## src/rtl/min_witness_bool_convolution_defines.svh

```systemverilog
// Assertion macros for the minimum-witness convolution block
`ifndef MIN_WITNESS_BOOL_CONVOLUTION_DEFINES_SVH
`define MIN_WITNESS_BOOL_CONVOLUTION_DEFINES_SVH

// Consequent must hold in the same cycle as the antecedent
`define MWBC_ASSERT_SAME(label, clk, rstn, ante, cons) \
    label: assert property (@(posedge clk) disable iff (!rstn) (ante) |-> (cons)) \
        else $error("mwbc check failed");

// Consequent must hold in the cycle after the antecedent
`define MWBC_ASSERT_NEXT(label, clk, rstn, ante, cons) \
    label: assert property (@(posedge clk) disable iff (!rstn) (ante) |=> (cons)) \
        else $error("mwbc check failed");

`endif

```

## src/rtl/mwbc_pkg.sv

```systemverilog
// Shared types and constants for the minimum-witness convolution block
package mwbc_pkg;

    // Store depths
    localparam int A_LEN   = 64;
    localparam int B_LEN   = 64;
    localparam int N_ITEMS = 64;

    // Field widths
    localparam int OP_W      = 3;
    localparam int IDX_W     = 7;
    localparam int VAL_W     = 6;
    localparam int CFG_W     = 7;
    localparam int CFG_SEL_W = 1;
    localparam int ITEM_W    = VAL_W;
    localparam int POS_W     = $clog2(N_ITEMS);
    localparam int A_IDX_W   = $clog2(A_LEN);
    localparam int B_IDX_W   = $clog2(B_LEN);

    // Register indexes and reset values
    localparam logic [CFG_SEL_W-1:0] CFG_ITEM_COUNT = 1'b0;
    localparam logic [CFG_SEL_W-1:0] CFG_B_LENGTH   = 1'b1;
    localparam logic [CFG_W-1:0]     ITEM_COUNT_RST = 7'd64;
    localparam logic [CFG_W-1:0]     B_LENGTH_RST   = 7'd64;

    typedef enum logic [OP_W-1:0] {
        OP_LOAD_A     = 3'd0,
        OP_LOAD_B     = 3'd1,
        OP_LOAD_W     = 3'd2,
        OP_LOAD_ORDER = 3'd3,
        OP_QUERY      = 3'd4
    } mwbc_op_e;

    typedef enum logic [1:0] {
        ST_IDLE,
        ST_SCAN,
        ST_DRAIN,
        ST_HOLD
    } mwbc_state_e;

    // Load beat as seen by the stores
    typedef struct packed {
        logic                 en;
        mwbc_op_e             op;
        logic [IDX_W-1:0]     index;
        logic [VAL_W-1:0]     value;
    } mwbc_load_t;

    // Scan control from the sequencer to the evaluator
    typedef struct packed {
        logic                 clear;
        logic                 rd_valid;
        logic [ITEM_W-1:0]    rd_item;
        logic [POS_W-1:0]     rd_pos;
    } mwbc_scan_t;

    // Per-cell control
    typedef struct packed {
        logic                 load;
        logic                 shift;
    } mwbc_cell_ctl_t;

endpackage

```

## src/rtl/min_witness_bool_convolution.sv

```systemverilog
// Top level: beat handling, order-cell ring, scan sequencer and result register
//
// Channel  Direction  Beat
// s_       in         tuser = operation, tdata = index, value
// m_       out        tuser = found, tdata = position
// cfg_     in         register write, no read-back
//
// s_tready stays high after a load, so loads can follow back to back.
// A query rotates the order ring once, one position per cycle, in the scan
// state, then passes the drain state and the hold state, which fills the
// result register, before s_tready returns.
// A result held on a stalled m_ side does not block loads; a following
// query waits in its last cycle until the result register is free.
// aresetn is synchronous; a/b vectors clear, weights and order are undefined.

`include "min_witness_bool_convolution_defines.svh"

module min_witness_bool_convolution
    import mwbc_pkg::*;
(
    input  logic                  aclk,
    input  logic                  aresetn,

    input  logic                  s_tvalid,
    output logic                  s_tready,
    input  logic [15:0]           s_tdata,   // [6:0] index, [12:7] value
    input  logic [OP_W-1:0]       s_tuser,   // [2:0] operation

    output logic                  m_tvalid,
    input  logic                  m_tready,
    output logic [7:0]            m_tdata,   // [5:0] position
    output logic                  m_tuser,   // [0] found

    input  logic                  cfg_wr_en,
    input  logic [CFG_SEL_W-1:0]  cfg_index,
    input  logic [CFG_W-1:0]      cfg_wdata
);

    mwbc_state_e        state_reg, state_next;
    logic [POS_W-1:0]   scan_cnt_reg;
    logic [IDX_W-1:0]   query_idx_reg;
    logic [CFG_W-1:0]   item_count_reg;
    logic [CFG_W-1:0]   b_length_reg;
    logic               m_valid_reg;
    logic               m_found_reg;
    logic [POS_W-1:0]   m_position_reg;

    logic               s_accept;
    logic               q_accept;
    logic               shift;
    logic               out_free;
    logic               out_load;
    logic [CFG_W-1:0]   n_sat;
    logic [CFG_W-1:0]   blen_sat;
    mwbc_op_e           op;
    mwbc_load_t         ld;
    mwbc_scan_t         sc;
    logic               ev_found;
    logic [POS_W-1:0]   ev_position;
    logic [ITEM_W-1:0]  cell_q [N_ITEMS];

    assign op       = mwbc_op_e'(s_tuser);
    assign s_accept = s_tvalid && s_tready;
    assign q_accept = s_accept && (op == OP_QUERY);
    assign out_free = !m_valid_reg || m_tready;

    // Saturated register values
    assign n_sat    = (item_count_reg > CFG_W'(N_ITEMS)) ? CFG_W'(N_ITEMS) : item_count_reg;
    assign blen_sat = (b_length_reg > CFG_W'(B_LEN)) ? CFG_W'(B_LEN) : b_length_reg;

    // Configuration registers
    always_ff @(posedge aclk) begin
        if (!aresetn) begin
            item_count_reg <= ITEM_COUNT_RST;
            b_length_reg   <= B_LENGTH_RST;
        end else if (cfg_wr_en) begin
            unique case (cfg_index)
                CFG_ITEM_COUNT: item_count_reg <= cfg_wdata;
                CFG_B_LENGTH:   b_length_reg   <= cfg_wdata;
                default: ;
            endcase
        end
    end

    // Sequencer: next state
    always_comb begin
        state_next = state_reg;
        unique case (state_reg)
            ST_IDLE:  if (q_accept) state_next = ST_SCAN;
            ST_SCAN:  if (scan_cnt_reg == POS_W'(N_ITEMS - 1)) state_next = ST_DRAIN;
            ST_DRAIN: state_next = ST_HOLD;
            ST_HOLD:  if (out_free) state_next = ST_IDLE;
            default:  state_next = ST_IDLE;
        endcase
    end

    // Sequencer: outputs
    always_comb begin
        s_tready = 1'b0;
        shift    = 1'b0;
        out_load = 1'b0;
        unique case (state_reg)
            ST_IDLE:  s_tready = 1'b1;
            ST_SCAN:  shift    = 1'b1;
            ST_DRAIN: ;
            ST_HOLD:  out_load = out_free;
            default: ;
        endcase
    end

    always_ff @(posedge aclk) begin
        if (!aresetn) begin
            state_reg <= ST_IDLE;
        end else begin
            state_reg <= state_next;
        end
    end

    // Scan position and query index
    always_ff @(posedge aclk) begin
        if (!aresetn) begin
            scan_cnt_reg <= '0;
        end else if (q_accept) begin
            scan_cnt_reg <= '0;
        end else if (shift) begin
            scan_cnt_reg <= scan_cnt_reg + 1'b1;
        end
    end

    always_ff @(posedge aclk) begin
        if (q_accept) begin
            query_idx_reg <= s_tdata[IDX_W-1:0];
        end
    end

    // Load beat to the stores
    assign ld.en    = s_accept;
    assign ld.op    = op;
    assign ld.index = s_tdata[IDX_W-1:0];
    assign ld.value = s_tdata[IDX_W +: VAL_W];

    // Order ring: cell 0 is the head, each cell takes from the next one up
    for (genvar i = 0; i < N_ITEMS; i++) begin : g_cell
        mwbc_cell_ctl_t ctl;

        assign ctl.load  = s_accept && (op == OP_LOAD_ORDER)
                           && (ld.index < IDX_W'(N_ITEMS))
                           && (ld.index[POS_W-1:0] == POS_W'(i));
        assign ctl.shift = shift;

        mwbc_cell u_cell (
            .aclk      (aclk),
            .ctl       (ctl),
            .load_data (ld.value),
            .shift_in  (cell_q[(i + 1) % N_ITEMS]),
            .item      (cell_q[i])
        );
    end

    // Scan control for the evaluator
    assign sc.clear    = q_accept;
    assign sc.rd_valid = shift && ({1'b0, scan_cnt_reg} < n_sat);
    assign sc.rd_item  = cell_q[0];
    assign sc.rd_pos   = scan_cnt_reg;

    mwbc_eval u_eval (
        .aclk      (aclk),
        .aresetn   (aresetn),
        .ld        (ld),
        .sc        (sc),
        .query_idx (query_idx_reg),
        .blen      (blen_sat),
        .found     (ev_found),
        .position  (ev_position)
    );

    // Result register
    always_ff @(posedge aclk) begin
        if (!aresetn) begin
            m_valid_reg <= 1'b0;
        end else if (out_load) begin
            m_valid_reg <= 1'b1;
        end else if (m_tready) begin
            m_valid_reg <= 1'b0;
        end
    end

    always_ff @(posedge aclk) begin
        if (out_load) begin
            m_found_reg    <= ev_found;
            m_position_reg <= ev_position;
        end
    end

    assign m_tvalid = m_valid_reg;
    assign m_tuser  = m_found_reg;
    assign m_tdata  = {(8 - POS_W)'(0), m_position_reg};

    // Checks
    `MWBC_ASSERT_NEXT(a_query_start, aclk, aresetn, q_accept, (state_reg == ST_SCAN) && (scan_cnt_reg == '0))
    `MWBC_ASSERT_SAME(a_miss_pos_zero, aclk, aresetn, m_tvalid && !m_tuser, m_tdata == '0)
    `MWBC_ASSERT_NEXT(a_hold_to_out, aclk, aresetn, out_load, m_tvalid && (state_reg == ST_IDLE))

endmodule

```

## src/rtl/mwbc_cell.sv

```systemverilog
// One order-list cell: holds the item id of one order position, shifts in a ring
module mwbc_cell
    import mwbc_pkg::*;
(
    input  logic               aclk,
    input  mwbc_cell_ctl_t     ctl,
    input  logic [ITEM_W-1:0]  load_data,
    input  logic [ITEM_W-1:0]  shift_in,
    output logic [ITEM_W-1:0]  item
);

    logic [ITEM_W-1:0] item_reg;

    // Direct load from a beat, else take the neighbour's entry while scanning
    always_ff @(posedge aclk) begin
        if (ctl.load) begin
            item_reg <= load_data;
        end else if (ctl.shift) begin
            item_reg <= shift_in;
        end
    end

    assign item = item_reg;

endmodule

```

## src/rtl/mwbc_eval.sv

```systemverilog
// Weight memory, a/b bit vectors and the first-witness tracker
module mwbc_eval
    import mwbc_pkg::*;
(
    input  logic               aclk,
    input  logic               aresetn,
    input  mwbc_load_t         ld,
    input  mwbc_scan_t         sc,
    input  logic [IDX_W-1:0]   query_idx,
    input  logic [CFG_W-1:0]   blen,
    output logic               found,
    output logic [POS_W-1:0]   position
);

    logic [VAL_W-1:0]  weight_mem [N_ITEMS];
    logic [A_LEN-1:0]  a_bits_reg;
    logic [B_LEN-1:0]  b_bits_reg;
    logic [VAL_W-1:0]  rd_weight_reg;
    logic [POS_W-1:0]  tag_pos_reg;
    logic              tag_valid_reg;
    logic              found_reg;
    logic [POS_W-1:0]  position_reg;

    logic              a_hit;
    logic              r_ge_w;
    logic [IDX_W-1:0]  j;
    logic              j_in_b;
    logic              b_hit;
    logic              hit;

    // Weight memory: one write port, one registered read port
    always_ff @(posedge aclk) begin
        if (ld.en && (ld.op == OP_LOAD_W) && (ld.index < IDX_W'(N_ITEMS))) begin
            weight_mem[ld.index[POS_W-1:0]] <= ld.value;
        end
        rd_weight_reg <= weight_mem[sc.rd_item];
        tag_pos_reg   <= sc.rd_pos;
    end

    // Bit vectors, cleared by reset
    always_ff @(posedge aclk) begin
        if (!aresetn) begin
            a_bits_reg <= '0;
            b_bits_reg <= '0;
        end else if (ld.en) begin
            if ((ld.op == OP_LOAD_A) && (ld.index < IDX_W'(A_LEN))) begin
                a_bits_reg[ld.index[A_IDX_W-1:0]] <= ld.value[0];
            end
            if ((ld.op == OP_LOAD_B) && (ld.index < IDX_W'(B_LEN))) begin
                b_bits_reg[ld.index[B_IDX_W-1:0]] <= ld.value[0];
            end
        end
    end

    // Witness test on the weight read last cycle
    always_comb begin
        a_hit  = a_bits_reg[rd_weight_reg[A_IDX_W-1:0]];
        r_ge_w = query_idx >= IDX_W'(rd_weight_reg);
        j      = query_idx - IDX_W'(rd_weight_reg);
        j_in_b = j < blen;
        b_hit  = b_bits_reg[j[B_IDX_W-1:0]];
        hit    = tag_valid_reg && a_hit && r_ge_w && j_in_b && b_hit;
    end

    // Keep the first qualifying position of the scan
    always_ff @(posedge aclk) begin
        if (!aresetn) begin
            tag_valid_reg <= 1'b0;
            found_reg     <= 1'b0;
        end else begin
            tag_valid_reg <= sc.rd_valid;
            if (sc.clear) begin
                found_reg <= 1'b0;
            end else if (hit && !found_reg) begin
                found_reg <= 1'b1;
            end
        end
    end

    always_ff @(posedge aclk) begin
        if (sc.clear) begin
            position_reg <= '0;
        end else if (hit && !found_reg) begin
            position_reg <= tag_pos_reg;
        end
    end

    assign found    = found_reg;
    assign position = position_reg;

endmodule
```

## config.mk

```make
export PLATFORM = sky130hd
export DESIGN_NAME = min_witness_bool_convolution
export DESIGN_NICKNAME = d
export VERILOG_FILES = /design/src/rtl/mwbc_pkg.sv /design/src/rtl/min_witness_bool_convolution.sv /design/src/rtl/mwbc_cell.sv /design/src/rtl/mwbc_eval.sv
export VERILOG_INCLUDE_DIRS = /design/src /design/src/rtl
export SDC_FILE = /design/constraint.sdc
export NUM_CORES = 1
export LEC_CHECK = 0
export BUFFER_PORTS_ARGS = -buffer_cell sky130_fd_sc_hd__buf_2
export CORE_AREA = 3 3 407 409
export DETAILED_ROUTE_END_ITERATION = 8
export DIE_AREA = 0 0 410 412
export PLACE_DENSITY = 0.43
export REMOVE_ABC_BUFFERS = 1
export SLEW_MARGIN = 25
export SYNTH_ARGS = -nofsm -noshare
export SYNTH_HDL_FRONTEND = slang
export SYNTH_SLANG_ARGS = --single-unit
```

## constraint.sdc

```tcl
create_clock -name aclk -period 4 [get_ports aclk]
set_input_delay 0.8 -clock aclk [delete_from_list [all_inputs] [get_ports aclk]]
set_output_delay 0.8 -clock aclk [all_outputs]
set_load 0.02 [all_outputs]
```

==> flow_summary.json <==
{
  "fin_crit_sh": 0.868,
  "drive_gt1_frac": 0.300,
  "finalWeightedCongestion": 0.794,
  "arrival_ns": 4.06,
  "fmax_ghz": 0.288,
  "die_w_um": 410,
  "std_cell_rows": 148,
  "critPathKind": "flop to flop",
  "endpoint_kind": "flop",
  "final_max_slew_viol_count": 0,
  "hold_violations": 0,
  "syn-cell-area_sq_um": 40500,
  "ff2ff_path_depth": 11,
  "vias": 21987,
  "cts_max_level": 3,
  "p_per_area_nw_per_um2": 576,
  "ys_ff_latch": 953,
  "peakVddDrop_v": 0.000325,
  "cts_buffers": 103,
  "whs_path_depth": 2,
  "start_kind": "flop",
  "nNetsFinal": 2738,
  "ys_async_sr_fraction": 0,
  "core-area_sq_um": 162000,
  "die-height_um": 412,
  "min_delay_worst_endpoint": "item_count_reg[6]$_SDFFE_PN1P_",
  "synth-warning-count": 0,
  "wl_per_cell_um": 20.6,
  "syn_area_per_cell_sq_um": 15.5,
  "drtPass1Iterations": 5,
  "rsz0062_at_grt": "false",
  "yosys-top-cells-area": "edfxtp_1, mux2_2, mux4_2",
  "root_buffer": "clkbuf_16",
  "maxCapViolCount": 0,
  "dieArea_sq_um": 169000,
  "viasPerCell": 4.44,
  "ys_top_cells_by_count": "edfxtp_1, nor2_1, mux2_2",
  "synth_largest_area_cell": "edfxtp_1",
  "yosysSeqAreaShare": 0.664,
  "grt_antenna_before_repair": 8,
  "antenna_left": 0,
  "p_leak_nw": 14.8,
  "ys_types": 61,
  "wirelength_um": 102000,
  "finClkSkew_ns": 0.0298,
  "worst_pin_slew_ns": 0.997,
  "crit_path_max_fanout": 17,
  "grt_pass1_vias": 23404,
  "grt_max_degree": 104,
  "cts_hold_buf": 0,
  "synthToLayoutAreaGrowth_pct": 16.2,
  "r2r_start": "query_idx_reg[0]$_DFFE_PP_",
  "hold_path.class": "input port to flop",
  "dp_hpwl_um": 68000,
  "cts_tree": "done",
  "io_pins": 43,
  "fin_ws_ns": 0.527,
  "setup_violations": 0,
  "path_clk_slew_ns": 0.06,
  "reg2reg_to": "u_eval.found$_SDFFE_PP0P_",
  "synth_most_common_cell": "edfxtp_1",
  "grt_use_total": 0.119,
  "cts_setup_buffers": 0,
  "clock_sinks": 953,
  "status": "completed",
  "whs_ns": 0.351,
  "initial_core_util": 0.250,
  "portBuffers": 37,
  "fillers": 16083,
  "worst-r2r-setup-slack_ns": 0.53,
  "drc_errors": 0,
  "netlist.area_leader.share": 0.579,
  "gr-total-overflow": 0,
  "post-place-ws_ns": 0.508,
  "critPathMaxStageDelay_ns": 0.58,
  "fin_crit_ns": 3.47,
  "syn_inst": 2613,
  "maxSlewHeadroom": 0.335,
  "critPathSlowestCell": "mux4_2",
  "cts_resized": 0,
  "cts_buffer_depth": 3,
  "crit_required_ns": 4.58,
  "min_from": "aresetn",
  "grt_first_pass_wirelength_um": 153000,
  "synthFlopType": "edfxtp_1",
  "crit_path_cell_trace": "inv_1 -> ha_1 -> inv_1 -> fa_1 -> buf_12 -> mux4_2 -> mux4_2 -> nor3_1 -> nor4_4 -> buf_4 -> o21ba_1",
  "drt-initial-drc-count": 1504,
  "synth_edf_count": 782,
  "clock_latency_ns": 0.69
}
[layer usage]
| metal | vias to the layer above | global-route usage | share of wire |
|---|---|---|---|
| li1 | 9977 | - | - |
| met1 | 11484 | 0.160 | 0.46 |
| met2 | 395 | 0.200 | 0.48 |
| met3 | 131 | 0.0165 | 0.037 |
| met4 | 0 | 0.0368 | 0.022 |
| met5 | - | 0 | 0 |
[where the power goes]
| part | internal [mW] | leakage, nW | switching [mW] |
|---|---|---|---|
| Combinational | 2.08 | 4.59 | 2.70 |
| Sequential | 12.4 | 8.50 | 0.416 |
| Clock | 5.61 | 1.69 | 3.95 |
[critical path: cells and delay by family (launching register included)]
family / cells / cell delay [ns]
fa+ha+maj: 2 / 0.73
buf+inv: 4 / 0.58
flops: 1 / 0.39
compound gates: 1 / 0.18
simple gates: 2 / 0.40
mux: 2 / 1.09
[cell usage in the layout, fill, tap and decap left out, types with 23 or more instances in the layout]
cell,instances
buf_2,31
clkinv_2,23
nor2_1,352
nand2_1,169
dfxtp_1,171
mux2_1,58
buf_4,85
clkbuf_16,110
mux2i_1,91
mux4_2,158
mux2_2,327
or2_2,43
a21oi_1,67
o21ai_0,61
edfxtp_1,782
[cell families after synthesis]
family	share of synthesized area
buffers and inverters	0.0193
other	0.0000925
AO/OA/AOI/OAI	0.0227
flip-flops	0.664
multiplexers	0.218
adder cells (fa/ha/maj)	0.00728
AND/OR/NAND/NOR	0.0675
XOR/XNOR	0.00173
[cell type report]
cell class | instances | area [sq um] | share of cell area
Tap cell | 2175 | 2720 | 0.0577
Inverter | 18 | 70.1 | 0.00149
Antenna cell | 3 | 7.51 | 0.000159
Multi-Input combinational cell | 1474 | 12900 | 0.273
Sequential cell | 953 | 26900 | 0.571
Clock buffer | 135 | 2930 | 0.0622
Clock inverter | 60 | 489 | 0.0104
Timing Repair Buffer | 133 | 1130 | 0.0239
[worst max-delay path by stage]
| stage | startpoint | to | slack [ns] | depth (start not counted) |
|---|---|---|---|---|
| 2_1_floorplan | g_cell[0].u_cell.item[0]$_DFFE_PP_ | u_eval.rd_weight_reg[0]$_DFF_P_ | -1.52 | 3 |
| 3_3_place_gp | query_idx_reg[0]$_DFFE_PP_ | u_eval.found$_SDFFE_PP0P_ | 0.48 | 11 |
| 3_5_place_dp | query_idx_reg[0]$_DFFE_PP_ | u_eval.found$_SDFFE_PP0P_ | 0.51 | 11 |
| 4_1_cts | query_idx_reg[0]$_DFFE_PP_ | u_eval.found$_SDFFE_PP0P_ | 0.49 | 11 |
| 5_1_grt | u_eval.rd_weight_reg[3]$_DFF_P_ | u_eval.position[1]$_SDFFE_PP0P_ | 0.31 | 13 |
| 6_report | query_idx_reg[0]$_DFFE_PP_ | u_eval.found$_SDFFE_PP0P_ | 0.53 | 11 |
[through the flow]
| stage | power (mW) | cells | util | TNS [ns] | cell area, sq um |
|---|---|---|---|---|---|
| after CTS | 27.6 | 4948 | 0.290 | 0 | 47100 |
| after global routing | 28.4 | 4948 | 0.290 | 0 | 47100 |
| after floorplan | 16.2 | 2445 | - | -9.51 | 39800 |
| final | 27.2 | 4951 | 0.290 | 0 | 47100 |
| after detailed placement | 17.9 | 4753 | 0.269 | 0 | 43700 |
| after global placement | 17.9 | 4753 | 0.269 | 0 | 43700 |
(Power assumes the default switching activity.)
